$ cat src/c_subset_tokenizer_core_defines.svh
// Assertion macros for the tokenizer core.
// Used by the lexer step and the result queue; needs nothing else.
`ifndef C_SUBSET_TOKENIZER_CORE_DEFINES_SVH
`define C_SUBSET_TOKENIZER_CORE_DEFINES_SVH

// antecedent implies consequent in the same cycle
`define CST_ASSERT_IMPL(name, ck, rn, ante, cons) \
	name: assert property (@(posedge ck) disable iff (!rn) (ante) |-> (cons)) \
		else $error("tokenizer assertion failed");

// antecedent implies consequent in the next cycle
`define CST_ASSERT_NEXT(name, ck, rn, ante, cons) \
	name: assert property (@(posedge ck) disable iff (!rn) (ante) |=> (cons)) \
		else $error("tokenizer assertion failed");

`endif

$ cat src/cst_pkg.sv
// Shared types, token codes, character codes and helper functions
// for the tokenizer core. No dependencies.
`timescale 1ns / 1ps

package cst_pkg;

	localparam int WORD_CHARS = 8;
	localparam int KW_COUNT = 9;
	localparam int RQ_DEPTH = 4;
	localparam int RQ_AW = $clog2(RQ_DEPTH);
	localparam int RQ_CW = $clog2(RQ_DEPTH + 1);

	typedef enum logic [3:0] {
		M_IDLE, M_IDENT, M_NUMBER, M_NUMBAD, M_SLASH,
		M_LINECOM, M_BLOCK, M_BLOCKSTAR, M_PENDOP
	} lex_mode_t;

	localparam logic [5:0] TOK_NONE = 6'd0;
	localparam logic [5:0] TOK_IDENT = 6'd1;
	localparam logic [5:0] TOK_CONST = 6'd2;
	localparam logic [5:0] TOK_PLUS = 6'd3;
	localparam logic [5:0] TOK_MINUS = 6'd4;
	localparam logic [5:0] TOK_MUL = 6'd5;
	localparam logic [5:0] TOK_DIV = 6'd6;
	localparam logic [5:0] TOK_MOD = 6'd7;
	localparam logic [5:0] TOK_LT = 6'd8;
	localparam logic [5:0] TOK_LE = 6'd9;
	localparam logic [5:0] TOK_GT = 6'd10;
	localparam logic [5:0] TOK_GE = 6'd11;
	localparam logic [5:0] TOK_EQ = 6'd12;
	localparam logic [5:0] TOK_NE = 6'd13;
	localparam logic [5:0] TOK_ANDAND = 6'd14;
	localparam logic [5:0] TOK_OROR = 6'd15;
	localparam logic [5:0] TOK_ASSIGN = 6'd16;
	localparam logic [5:0] TOK_LPAREN = 6'd17;
	localparam logic [5:0] TOK_RPAREN = 6'd18;
	localparam logic [5:0] TOK_LBRACK = 6'd19;
	localparam logic [5:0] TOK_RBRACK = 6'd20;
	localparam logic [5:0] TOK_LBRACE = 6'd21;
	localparam logic [5:0] TOK_RBRACE = 6'd22;
	localparam logic [5:0] TOK_SEMI = 6'd23;
	localparam logic [5:0] TOK_COMMA = 6'd24;
	localparam logic [5:0] TOK_KW_BASE = 6'd25;

	localparam logic KIND_TOKEN = 1'b0;
	localparam logic KIND_ERROR = 1'b1;

	localparam logic [7:0] CH_NL = 8'h0a;
	localparam logic [7:0] CH_SPACE = 8'h20;
	localparam logic [7:0] CH_BANG = 8'h21;
	localparam logic [7:0] CH_PCT = 8'h25;
	localparam logic [7:0] CH_AMP = 8'h26;
	localparam logic [7:0] CH_LPAR = 8'h28;
	localparam logic [7:0] CH_RPAR = 8'h29;
	localparam logic [7:0] CH_STAR = 8'h2a;
	localparam logic [7:0] CH_PLUS = 8'h2b;
	localparam logic [7:0] CH_COMMA = 8'h2c;
	localparam logic [7:0] CH_MINUS = 8'h2d;
	localparam logic [7:0] CH_SLASH = 8'h2f;
	localparam logic [7:0] CH_SEMI = 8'h3b;
	localparam logic [7:0] CH_LT = 8'h3c;
	localparam logic [7:0] CH_EQ = 8'h3d;
	localparam logic [7:0] CH_GT = 8'h3e;
	localparam logic [7:0] CH_LBRK = 8'h5b;
	localparam logic [7:0] CH_RBRK = 8'h5d;
	localparam logic [7:0] CH_LBRC = 8'h7b;
	localparam logic [7:0] CH_BAR = 8'h7c;
	localparam logic [7:0] CH_RBRC = 8'h7d;

	// void int float char if else while do return, first character in low byte
	localparam logic [63:0] KW_TEXT [KW_COUNT] = '{
		64'h0000_0000_6469_6f76,
		64'h0000_0000_0074_6e69,
		64'h0000_0074_616f_6c66,
		64'h0000_0000_7261_6863,
		64'h0000_0000_0000_6669,
		64'h0000_0000_6573_6c65,
		64'h0000_0065_6c69_6877,
		64'h0000_0000_0000_6f64,
		64'h0000_6e72_7574_6572
	};
	localparam logic [7:0] KW_LEN [KW_COUNT] = '{
		8'd4, 8'd3, 8'd5, 8'd4, 8'd2, 8'd4, 8'd5, 8'd2, 8'd6
	};

	typedef struct packed {
		logic kind;
		logic [5:0] token_code;
		logic [63:0] word_text;
		logic [7:0] word_len;
		logic [31:0] number_value;
		logic truncated;
		logic [15:0] line_number;
		logic run_last;
	} result_t;

	typedef struct packed {
		logic [1:0] n;
		result_t [1:0] slot;
	} lex_push_t;

	typedef struct packed {
		lex_mode_t mode;
		logic [7:0] pend;
		logic [63:0] wbuf;
		logic [7:0] wcnt;
		logic [31:0] acc;
		logic ovf;
		logic [15:0] line;
		logic [15:0] lerr;
	} lex_state_t;

	typedef struct packed {
		logic valid;
		result_t res;
		logic [15:0] lerr;
	} flush_t;

	function automatic logic is_alpha(input logic [7:0] c);
		is_alpha = (c inside {[8'h61:8'h7a]}) || (c inside {[8'h41:8'h5a]});
	endfunction

	function automatic logic is_digit(input logic [7:0] c);
		is_digit = c inside {[8'h30:8'h39]};
	endfunction

	function automatic logic is_space(input logic [7:0] c);
		is_space = (c == CH_SPACE) || (c inside {[8'h09:8'h0d]});
	endfunction

	function automatic logic [15:0] line_inc(input logic [15:0] l);
		line_inc = (l != 16'hffff) ? l + 16'd1 : l;
	endfunction

	function automatic result_t tok_res(input logic [5:0] code, input logic [15:0] line);
		result_t r;
		r = '0;
		r.kind = KIND_TOKEN;
		r.token_code = code;
		r.line_number = line;
		tok_res = r;
	endfunction

	function automatic logic [5:0] kw_code(input logic [63:0] txt, input logic [7:0] len);
		logic [5:0] code;
		code = TOK_NONE;
		for (int k = 0; k < KW_COUNT; k++) begin
			if (txt == KW_TEXT[k] && len == KW_LEN[k]) begin
				code = TOK_KW_BASE + 6'(k);
			end
		end
		kw_code = code;
	endfunction

	function automatic logic [5:0] op_code(input logic [7:0] c);
		logic [5:0] code;
		case (c)
			CH_PLUS: code = TOK_PLUS;
			CH_MINUS: code = TOK_MINUS;
			CH_STAR: code = TOK_MUL;
			CH_PCT: code = TOK_MOD;
			CH_LPAR: code = TOK_LPAREN;
			CH_RPAR: code = TOK_RPAREN;
			CH_LBRK: code = TOK_LBRACK;
			CH_RBRK: code = TOK_RBRACK;
			CH_LBRC: code = TOK_LBRACE;
			CH_RBRC: code = TOK_RBRACE;
			CH_SEMI: code = TOK_SEMI;
			CH_COMMA: code = TOK_COMMA;
			default: code = TOK_NONE;
		endcase
		op_code = code;
	endfunction

	// result of closing whatever token the state holds
	function automatic flush_t flush_of(input lex_state_t s);
		flush_t f;
		logic [5:0] kc;
		logic err;
		f.valid = 1'b0;
		f.res = tok_res(TOK_NONE, s.line);
		f.lerr = s.lerr;
		kc = TOK_NONE;
		err = 1'b0;
		case (s.mode)
			M_IDENT: begin
				f.valid = 1'b1;
				if (s.wcnt <= 8'(WORD_CHARS)) begin
					kc = kw_code(s.wbuf, s.wcnt);
				end
				if (kc != TOK_NONE) begin
					f.res.token_code = kc;
				end else begin
					f.res.token_code = TOK_IDENT;
					f.res.word_text = s.wbuf;
					f.res.word_len = s.wcnt;
					f.res.truncated = s.wcnt > 8'(WORD_CHARS);
				end
			end
			M_NUMBER: begin
				f.valid = 1'b1;
				f.res.token_code = TOK_CONST;
				f.res.number_value = s.acc;
				f.res.truncated = s.ovf;
			end
			M_NUMBAD: err = 1'b1;
			M_SLASH: begin
				f.valid = 1'b1;
				f.res.token_code = TOK_DIV;
			end
			M_PENDOP: begin
				case (s.pend)
					CH_LT: begin
						f.valid = 1'b1;
						f.res.token_code = TOK_LT;
					end
					CH_GT: begin
						f.valid = 1'b1;
						f.res.token_code = TOK_GT;
					end
					CH_EQ: begin
						f.valid = 1'b1;
						f.res.token_code = TOK_ASSIGN;
					end
					default: err = 1'b1;
				endcase
			end
			default: ;
		endcase
		if (err && s.line != s.lerr) begin
			f.valid = 1'b1;
			f.res.kind = KIND_ERROR;
			f.lerr = s.line;
		end
		flush_of = f;
	endfunction

endpackage

$ cat src/cst_lex.sv
// Lexer step: input register, lexer state and the per-character update.
// Depends on cst_pkg and the assertion macros header.
`timescale 1ns / 1ps
`include "c_subset_tokenizer_core_defines.svh"

module cst_lex import cst_pkg::*; (
	input logic clk,
	input logic arst_n,
	input logic in_valid,
	output logic in_stall,
	input logic [7:0] ch,
	input logic end_of_text,
	input logic room,
	output lex_push_t push
);

	logic valid_s1;
	logic [7:0] ch_s1;
	logic eot_s1;
	logic process;
	logic accept;

	lex_state_t st_q;
	lex_state_t nx;
	lex_state_t rst_state;
	flush_t f1;
	flush_t f2;
	logic do_flush;
	logic do_start;
	logic [5:0] pc;
	logic [5:0] oc;
	logic [35:0] prod;
	logic [1:0] n;
	result_t [1:0] slot;

	assign process = valid_s1 && room;
	assign in_stall = valid_s1 && !room;
	assign accept = in_valid && !in_stall;

	always_comb begin
		rst_state = '0;
		rst_state.mode = M_IDLE;
		rst_state.line = 16'd1;
	end

	always_ff @(posedge clk or negedge arst_n) begin
		if (!arst_n) begin
			valid_s1 <= 1'b0;
		end else begin
			valid_s1 <= accept || (valid_s1 && !process);
		end
	end

	always_ff @(posedge clk) begin
		if (accept) begin
			ch_s1 <= ch;
			eot_s1 <= end_of_text;
		end
	end

	always_ff @(posedge clk or negedge arst_n) begin
		if (!arst_n) begin
			st_q <= rst_state;
		end else if (process) begin
			st_q <= nx;
		end
	end

	always_comb begin
		nx = st_q;
		n = 2'd0;
		slot = '0;
		do_flush = 1'b0;
		do_start = 1'b0;
		pc = TOK_NONE;
		oc = TOK_NONE;
		prod = '0;
		f1 = '0;
		f2 = '0;

		case (st_q.mode)
			M_LINECOM: begin
				if (ch_s1 == CH_NL) begin
					nx.mode = M_IDLE;
					nx.line = line_inc(st_q.line);
				end
			end
			M_BLOCK: begin
				if (ch_s1 == CH_STAR) begin
					nx.mode = M_BLOCKSTAR;
				end else if (ch_s1 == CH_NL) begin
					nx.line = line_inc(st_q.line);
				end
			end
			M_BLOCKSTAR: begin
				if (ch_s1 == CH_SLASH) begin
					nx.mode = M_IDLE;
				end else if (ch_s1 != CH_STAR) begin
					nx.mode = M_BLOCK;
					if (ch_s1 == CH_NL) begin
						nx.line = line_inc(st_q.line);
					end
				end
			end
			M_IDENT: begin
				if (is_alpha(ch_s1) || is_digit(ch_s1)) begin
					for (int k = 0; k < WORD_CHARS; k++) begin
						if (st_q.wcnt == 8'(k)) begin
							nx.wbuf[8*k +: 8] = ch_s1;
						end
					end
					if (st_q.wcnt != 8'hff) begin
						nx.wcnt = st_q.wcnt + 8'd1;
					end
				end else begin
					do_flush = 1'b1;
				end
			end
			M_NUMBER: begin
				if (is_digit(ch_s1)) begin
					prod = ({4'b0, st_q.acc} << 3) + ({4'b0, st_q.acc} << 1)
						+ 36'(ch_s1 - 8'h30);
					if (prod[35:32] != 4'd0) begin
						nx.acc = 32'hffff_ffff;
						nx.ovf = 1'b1;
					end else begin
						nx.acc = prod[31:0];
					end
				end else if (is_alpha(ch_s1)) begin
					nx.mode = M_NUMBAD;
				end else begin
					do_flush = 1'b1;
				end
			end
			M_NUMBAD: begin
				if (!(is_alpha(ch_s1) || is_digit(ch_s1))) begin
					do_flush = 1'b1;
				end
			end
			M_SLASH: begin
				if (ch_s1 == CH_SLASH) begin
					nx.mode = M_LINECOM;
				end else if (ch_s1 == CH_STAR) begin
					nx.mode = M_BLOCK;
				end else begin
					do_flush = 1'b1;
				end
			end
			M_PENDOP: begin
				if (ch_s1 == CH_EQ) begin
					case (st_q.pend)
						CH_LT: pc = TOK_LE;
						CH_GT: pc = TOK_GE;
						CH_EQ: pc = TOK_EQ;
						CH_BANG: pc = TOK_NE;
						default: pc = TOK_NONE;
					endcase
				end else if (ch_s1 == CH_AMP && st_q.pend == CH_AMP) begin
					pc = TOK_ANDAND;
				end else if (ch_s1 == CH_BAR && st_q.pend == CH_BAR) begin
					pc = TOK_OROR;
				end
				if (pc != TOK_NONE) begin
					slot[0] = tok_res(pc, st_q.line);
					n = 2'd1;
					nx.mode = M_IDLE;
				end else begin
					do_flush = 1'b1;
				end
			end
			default: begin
				nx.mode = M_IDLE;
				do_start = 1'b1;
			end
		endcase

		if (do_flush) begin
			f1 = flush_of(st_q);
			if (f1.valid) begin
				slot[n[0]] = f1.res;
				n = n + 2'd1;
			end
			nx.lerr = f1.lerr;
			nx.mode = M_IDLE;
			do_start = 1'b1;
		end

		if (do_start) begin
			oc = op_code(ch_s1);
			if (ch_s1 == CH_NL) begin
				nx.line = line_inc(nx.line);
			end else if (is_space(ch_s1)) begin
				nx.mode = M_IDLE;
			end else if (is_digit(ch_s1)) begin
				nx.mode = M_NUMBER;
				nx.acc = 32'(ch_s1 - 8'h30);
				nx.ovf = 1'b0;
			end else if (is_alpha(ch_s1)) begin
				nx.mode = M_IDENT;
				nx.wbuf = {56'd0, ch_s1};
				nx.wcnt = 8'd1;
			end else if (ch_s1 == CH_SLASH) begin
				nx.mode = M_SLASH;
			end else if (ch_s1 inside {CH_LT, CH_GT, CH_EQ, CH_BANG, CH_AMP, CH_BAR}) begin
				nx.mode = M_PENDOP;
				nx.pend = ch_s1;
			end else if (oc != TOK_NONE) begin
				slot[n[0]] = tok_res(oc, nx.line);
				n = n + 2'd1;
			end else if (nx.line != nx.lerr) begin
				slot[n[0]] = tok_res(TOK_NONE, nx.line);
				slot[n[0]].kind = KIND_ERROR;
				n = n + 2'd1;
				nx.lerr = nx.line;
			end
		end

		if (eot_s1) begin
			f2 = flush_of(nx);
			if (f2.valid) begin
				slot[n[0]] = f2.res;
				n = n + 2'd1;
			end
			nx = rst_state;
		end

		if (n == 2'd1) begin
			slot[0].run_last = 1'b1;
		end else if (n == 2'd2) begin
			slot[1].run_last = 1'b1;
		end
	end

	assign push.n = process ? n : 2'd0;
	assign push.slot = slot;

	`CST_ASSERT_IMPL(a_line_nonzero, clk, arst_n, 1'b1, st_q.line != 16'd0)
	`CST_ASSERT_IMPL(a_two_last, clk, arst_n, push.n == 2'd2,
		!push.slot[0].run_last && push.slot[1].run_last)
	`CST_ASSERT_IMPL(a_one_last, clk, arst_n, push.n == 2'd1, push.slot[0].run_last)
	`CST_ASSERT_NEXT(a_eot_reset, clk, arst_n, process && eot_s1,
		st_q.mode == M_IDLE && st_q.line == 16'd1 && st_q.lerr == 16'd0)

endmodule

$ cat src/cst_rq.sv
// Result queue: takes up to two results a cycle when it has room, hands out one unless the output stalls.
// Depends on cst_pkg and the assertion macros header.
`timescale 1ns / 1ps
`include "c_subset_tokenizer_core_defines.svh"

module cst_rq import cst_pkg::*; (
	input logic clk,
	input logic arst_n,
	input lex_push_t push,
	output logic room,
	output logic out_valid,
	input logic out_stall,
	output result_t head
);

	result_t mem_q [RQ_DEPTH];
	logic [RQ_AW-1:0] wr_ptr_q;
	logic [RQ_AW-1:0] rd_ptr_q;
	logic [RQ_CW-1:0] count_q;
	logic pop;

	assign out_valid = count_q != '0;
	assign pop = out_valid && !out_stall;
	assign room = count_q <= RQ_CW'(RQ_DEPTH - 2);
	assign head = mem_q[rd_ptr_q];

	always_ff @(posedge clk or negedge arst_n) begin
		if (!arst_n) begin
			wr_ptr_q <= '0;
			rd_ptr_q <= '0;
			count_q <= '0;
		end else begin
			wr_ptr_q <= wr_ptr_q + RQ_AW'(push.n);
			rd_ptr_q <= rd_ptr_q + RQ_AW'(pop);
			count_q <= count_q + RQ_CW'(push.n) - RQ_CW'(pop);
		end
	end

	always_ff @(posedge clk) begin
		if (push.n != 2'd0) begin
			mem_q[wr_ptr_q] <= push.slot[0];
		end
		if (push.n == 2'd2) begin
			mem_q[wr_ptr_q + RQ_AW'(1)] <= push.slot[1];
		end
	end

	`CST_ASSERT_IMPL(a_count_bound, clk, arst_n, 1'b1, count_q <= RQ_CW'(RQ_DEPTH))
	`CST_ASSERT_IMPL(a_push_fits, clk, arst_n, push.n != 2'd0,
		count_q <= RQ_CW'(RQ_DEPTH - 2))
	`CST_ASSERT_NEXT(a_pop_only, clk, arst_n, pop && push.n == 2'd0,
		count_q == $past(count_q) - RQ_CW'(1))

endmodule

$ cat src/c_subset_tokenizer_core.sv
// Tokenizer core top level: lexer step feeding a four-entry result queue.
// Depends on cst_pkg, cst_lex and cst_rq.
//
//   channel | handshake          | payload
//   --------+--------------------+-------------------------------------------
//   in      | in_valid/in_stall  | ch, end_of_text
//   out     | out_valid/out_stall| kind, token_code, word_text, word_len,
//           |                    | number_value, truncated, line_number,
//           |                    | run_last
//
// One character per cycle unless the input stalls: a beat is registered,
// then handled, pushing zero, one or two results into the result queue.
// An item producing two results hands them out one after the other; the
// queue depth of four sets how far input runs ahead of output.
// Reset clears the lexer state (line 1, no error seen) and empties the queue.
// Input stalls while a registered beat waits for two free queue entries.
`timescale 1ns / 1ps

module c_subset_tokenizer_core import cst_pkg::*; (
	input logic clk,
	input logic arst_n,
	input logic in_valid,
	output logic in_stall,
	input logic [7:0] ch,
	input logic end_of_text,
	output logic out_valid,
	input logic out_stall,
	output logic kind,
	output logic [5:0] token_code,
	output logic [63:0] word_text,
	output logic [7:0] word_len,
	output logic [31:0] number_value,
	output logic truncated,
	output logic [15:0] line_number,
	output logic run_last
);

	lex_push_t push;
	logic room;
	result_t head;

	cst_lex u_lex (
		.clk(clk),
		.arst_n(arst_n),
		.in_valid(in_valid),
		.in_stall(in_stall),
		.ch(ch),
		.end_of_text(end_of_text),
		.room(room),
		.push(push)
	);

	cst_rq u_rq (
		.clk(clk),
		.arst_n(arst_n),
		.push(push),
		.room(room),
		.out_valid(out_valid),
		.out_stall(out_stall),
		.head(head)
	);

	assign kind = head.kind;
	assign token_code = head.token_code;
	assign word_text = head.word_text;
	assign word_len = head.word_len;
	assign number_value = head.number_value;
	assign truncated = head.truncated;
	assign line_number = head.line_number;
	assign run_last = head.run_last;

endmodule
$ cat config.mk
export PLATFORM = sky130hd
export DESIGN_NAME = c_subset_tokenizer_core
export DESIGN_NICKNAME = d
export VERILOG_FILES = /design/src/cst_pkg.sv /design/src/cst_lex.sv /design/src/cst_rq.sv /design/src/c_subset_tokenizer_core.sv
export VERILOG_INCLUDE_DIRS = /design/src /design/src/src
export SDC_FILE = /design/constraint.sdc
export NUM_CORES = 2
export LEC_CHECK = 0
export BUFFER_PORTS_ARGS = -buffer_cell sky130_fd_sc_hd__buf_2
export CAP_MARGIN = 20
export CORE_ASPECT_RATIO = 1.5
export CORE_MARGIN = 1
export CORE_UTILIZATION = 28
export CTS_CLUSTER_SIZE = 10
export DETAILED_ROUTE_END_ITERATION = 10
export GPL_TIMING_DRIVEN = 0
export SYNTH_ARGS = -nofsm -noshare
export SYNTH_HDL_FRONTEND = slang
export SYNTH_SLANG_ARGS = --single-unit
$ cat constraint.sdc
create_clock -name clk -period 47.7 [get_ports clk]
set_clock_uncertainty 0.1 [all_clocks]
set_input_delay 7.155 -clock clk [delete_from_list [all_inputs] [get_ports clk]]
set_output_delay 7.155 -clock clk [all_outputs]
set_load 0.02 [all_outputs]
==> summary.txt <==
latest clock arrival within the worst-skew pair: 0.71 ns
primary flip-flop cell chosen by synthesis mapping: sky130_fd_sc_hd__edfxtp_1
die span in x: 311 um
Crit Path Class: reg2reg
area fraction in and, or, nand and nor cells after synthesis: 16.6%
WHS Path Cells: 1
worst hold slack across all endpoints: 0.397 ns
number of instances in the synthesized netlist: 3731
parity-gate share of the synthesized area counting xor and xnor cells: 1.81%
dominant combinational cell family by area after synthesis: simple AND/OR/NAND/NOR gates
Clock Pin Slew Worst Setup and Hold Paths: 0.06 ns
Total Wirelength: 169 mm
delay contributed by the slowest stage of the critical path: 1.04 ns
crit start category: flop
flop2flop setup slack: 34.54 ns
total leakage power: 16.9 nW
slowest stage cell on the critical path: sky130_fd_sc_hd__nor4_1
number of nets still failing antenna checks after routing: 0
post-synthesis mux area share: 9.89%
Total Nets Final: 4108
Final Critical Period: 13.16 ns
antenna violations before repair: 15
total standard cell area after synthesis: 40100 um2
#FFs+latches synth: 682
count of hold buffers inserted by post-cts repair: 0
total of fill cells in the finished design: 14500
half-perimeter wire length after detailed placement: 128 mm
EDFF count, synth: 525
area delta synth->final: 16.2%
Total Neg Setup Slack: 0 ns
CTS tree: yes
synthesized area divided by synthesized cell count: 10.7 um2
maximum number of pins on one net before global-route repair: 89
CTS buffer count: 80
worst slew margin relative to its limit: 17.9%
crit path max fanout: 16
total core area: 142000 um2
drt first-iter violations: 3579
post-CTS setup buffer count: 0
die area: 145000 um2
Data required, critical path: 48.03 ns
sequential cell area fraction in the yosys report: 49.1%
most frequent standard cell in the layout excluding fill and tap cells: sky130_fd_sc_hd__edfxtp_1
global placement routability congestion: 1.02
cell type with the highest occurrence count on the critical path: sky130_fd_sc_hd__clkbuf_1
Top-Level Pins: 144
Max Cap Violations: 0
most used cells in the layout excluding fill and tap cells: sky130_fd_sc_hd__edfxtp_1, sky130_fd_sc_hd__nor2_1, sky130_fd_sc_hd__nand2_1, sky130_fd_sc_hd__a21oi_1, sky130_fd_sc_hd__buf_2
number of failing setup endpoints in the final timing report: 0
DIE HEIGHT: 465 um
Bufs on Longest Clock Path: 3
first-pass GRT wire length: 243 mm
reg-to-reg critical path endpoint: u_rq.mem_q[0][80]$_DFFE_PP_
worst hold path endpoint: u_rq.count_q[2]$_DFF_PN0_
number of vias in the routed layout: 34500
via count of the first global-routing pass: 34700
via density per instance: 5.79
Total Routing Usage GR: 22.9%
Final Max Slew Viols: 0
Worst Path Arrival: 13.48 ns
post-route fraction of the period consumed by the critical path: 27.6%
number of cells upsized or downsized after cts: 0
initial core utilization: 28.3%
unrepaired setup endpoints after global routing: false
result of the run: completed
startpoint of the most critical hold path: u_rq.count_q[2]$_DFF_PN0_
worst reg2reg path startpoint: u_lex.ch_s1[4]$_DFFE_PP_
per-cell routed wire length: 28.4 um
worst hold path class: reg2reg
share of post-route cells with drive strength above 1: 14.2%
slew at the pin with the worst max-slew slack: 1.23 ns
input/output buffers: 143
Synth Area in Compound Gates: 15.5%
unique cell type count in the Yosys netlist: 110
number of standard-cell rows in the floorplan: 169
VDD IR max: 0.0000311 V
DRC violation count after routing: 0
adder and majority gate portion of the synthesized area: 3.31%
Fin. Hold Viols: 0
Syn. warnings: 0
CP Capture Type: flop
proportion of synthesized flip-flops having asynchronous set or reset: 23.0%
number of optimization iterations in the first detailed-route pass: 8
highest clock rate: 76.0 MHz
post-synthesis net count: 3830
grt total ovfl: 0
Power Density: 56.3 nW/um2
number of cells traversed by the worst register-to-register path: 31
clk sinks: 682
H-tree depth: 3
root cell of the clock tree: sky130_fd_sc_hd__clkbuf_16
==> cell families after synthesis <==
logic type / count (synthesis)
compound gates: 948
xor+xnor: 82
fa+ha+maj: 87
buf+inv: 340
flops: 682
mux: 234
simple gates: 1358
==> layer usage <==
layer	wire length, um	global-route usage (%)	up-vias
met1	59200	24.7	17300
met3	12400	4.60	558
met2	84500	40.2	1805
met5	84	0	-
li1	-	-	14800
met4	13200	16.1	14
==> Yosys cell counts, drive strengths merged, types with 13 or more instances <==
library cell / number / area share (%)
edfxtp: 525 / 39
nor2: 489 / 4.7
a21oi: 271 / 3.4
nand2: 270 / 2.5
o21ai: 208 / 2.6
dfrtp: 156 / 9.7
clkbuf: 153 / 1.4
mux4: 129 / 7.3
buf: 122 / 1.7
nand3: 119 / 1.5
nor3: 101 / 1.3
mux2i: 98 / 2.4
inv: 63 / 0.59
nor4: 63 / 1.1
ha: 54 / 1.7
o22ai: 52 / 0.81
and3: 50 / 0.78
a22oi: 46 / 0.86
xor2: 45 / 0.98
a31oi: 42 / 0.71
nand4: 42 / 0.66
and2: 41 / 0.64
a32o: 38 / 0.95
xnor2: 37 / 0.83
a22o: 36 / 0.79
nand2b: 33 / 0.52
fa: 32 / 1.6
a21o: 31 / 0.58
or3: 28 / 0.45
o211ai: 26 / 0.49
nor2b: 22 / 0.34
o31ai: 22 / 0.46
o21a: 19 / 0.36
or4: 19 / 0.37
a32oi: 15 / 0.33
a211oi: 13 / 0.24
a21boi: 13 / 0.24
==> sequential cells by signal, indices dropped and copies added (netlist names) <==
name            count
u_rq.wr_ptr_q       2
u_rq.rd_ptr_q       2
u_lex.st_q        149
u_rq.count_q        3
u_rq.mem_q        516
u_lex.eot_s1        1
u_lex.valid_s1      1
u_lex.ch_s1         8
==> worst max-delay path: cells and delay by family, from the launching register on <==
family / cells / cell delay (ns)
fa+ha+maj: 2 / 0.82
simple gates: 8 / 3.21
xor+xnor: 1 / 0.30
flops: 1 / 0.65
buf+inv: 11 / 4.15
compound gates: 9 / 3.53
==> how the worst max path moves through the flow <==
stage | start | end | slack, ns | cells after the start
after floorplan | u_lex.ch_s1[4]$_DFFE_PP_ | u_rq.mem_q[0][0]$_DFFE_PP_ | 31.27 | 25
after global placement | u_lex.ch_s1[4]$_DFFE_PP_ | u_rq.mem_q[3][84]$_DFFE_PP_ | 18.37 | 25
after detailed placement | u_lex.ch_s1[4]$_DFFE_PP_ | u_rq.mem_q[0][37]$_DFFE_PP_ | 35.10 | 31
after CTS | u_lex.ch_s1[4]$_DFFE_PP_ | u_rq.mem_q[0][82]$_DFFE_PP_ | 35.04 | 31
after global routing | u_lex.ch_s1[4]$_DFFE_PP_ | u_rq.mem_q[0][82]$_DFFE_PP_ | 34.33 | 31
final | u_lex.ch_s1[4]$_DFFE_PP_ | u_rq.mem_q[0][80]$_DFFE_PP_ | 34.54 | 31
==> power by group <==
part | internal (mW) | switching, mW | leakage [nW]
clock | 0.326 | 0.263 | 1.15
combinational | 0.388 | 0.830 | 8.81
sequential | 0.767 | 0.0479 | 6.98
total | 1.48 | 1.14 | 16.9
==> per-stage QoR <==
step	utilization, %	setup WS (ns)	area (um2)	std cells	total power, mW
2_1_floorplan	-	31.27	40100	3731	1.56
3_3_place_gp	30.5	18.37	43100	5755	2.05
3_5_place_dp	31.1	35.10	44100	5804	2.03
4_1_cts	32.8	35.04	46500	5945	2.61
5_1_grt	32.8	34.33	46500	5950	2.73
6_report	32.9	34.54	46600	5957	2.62
==> final cells by class <==
class	instances	area [um2]	share of cell area, %
clock inverters	12	220	0.473
plain buffers	275	1250	2.69
repair buffers	196	1620	3.48
diodes	8	20.0	0.0430
clock buffers	129	2210	4.74
multi-input cells	2709	18900	40.7
flip-flops and latches	682	19700	42.3
inverters	65	244	0.524
well taps	1881	2350	5.06
No activity file was read; power rests on OpenSTA's default activity.
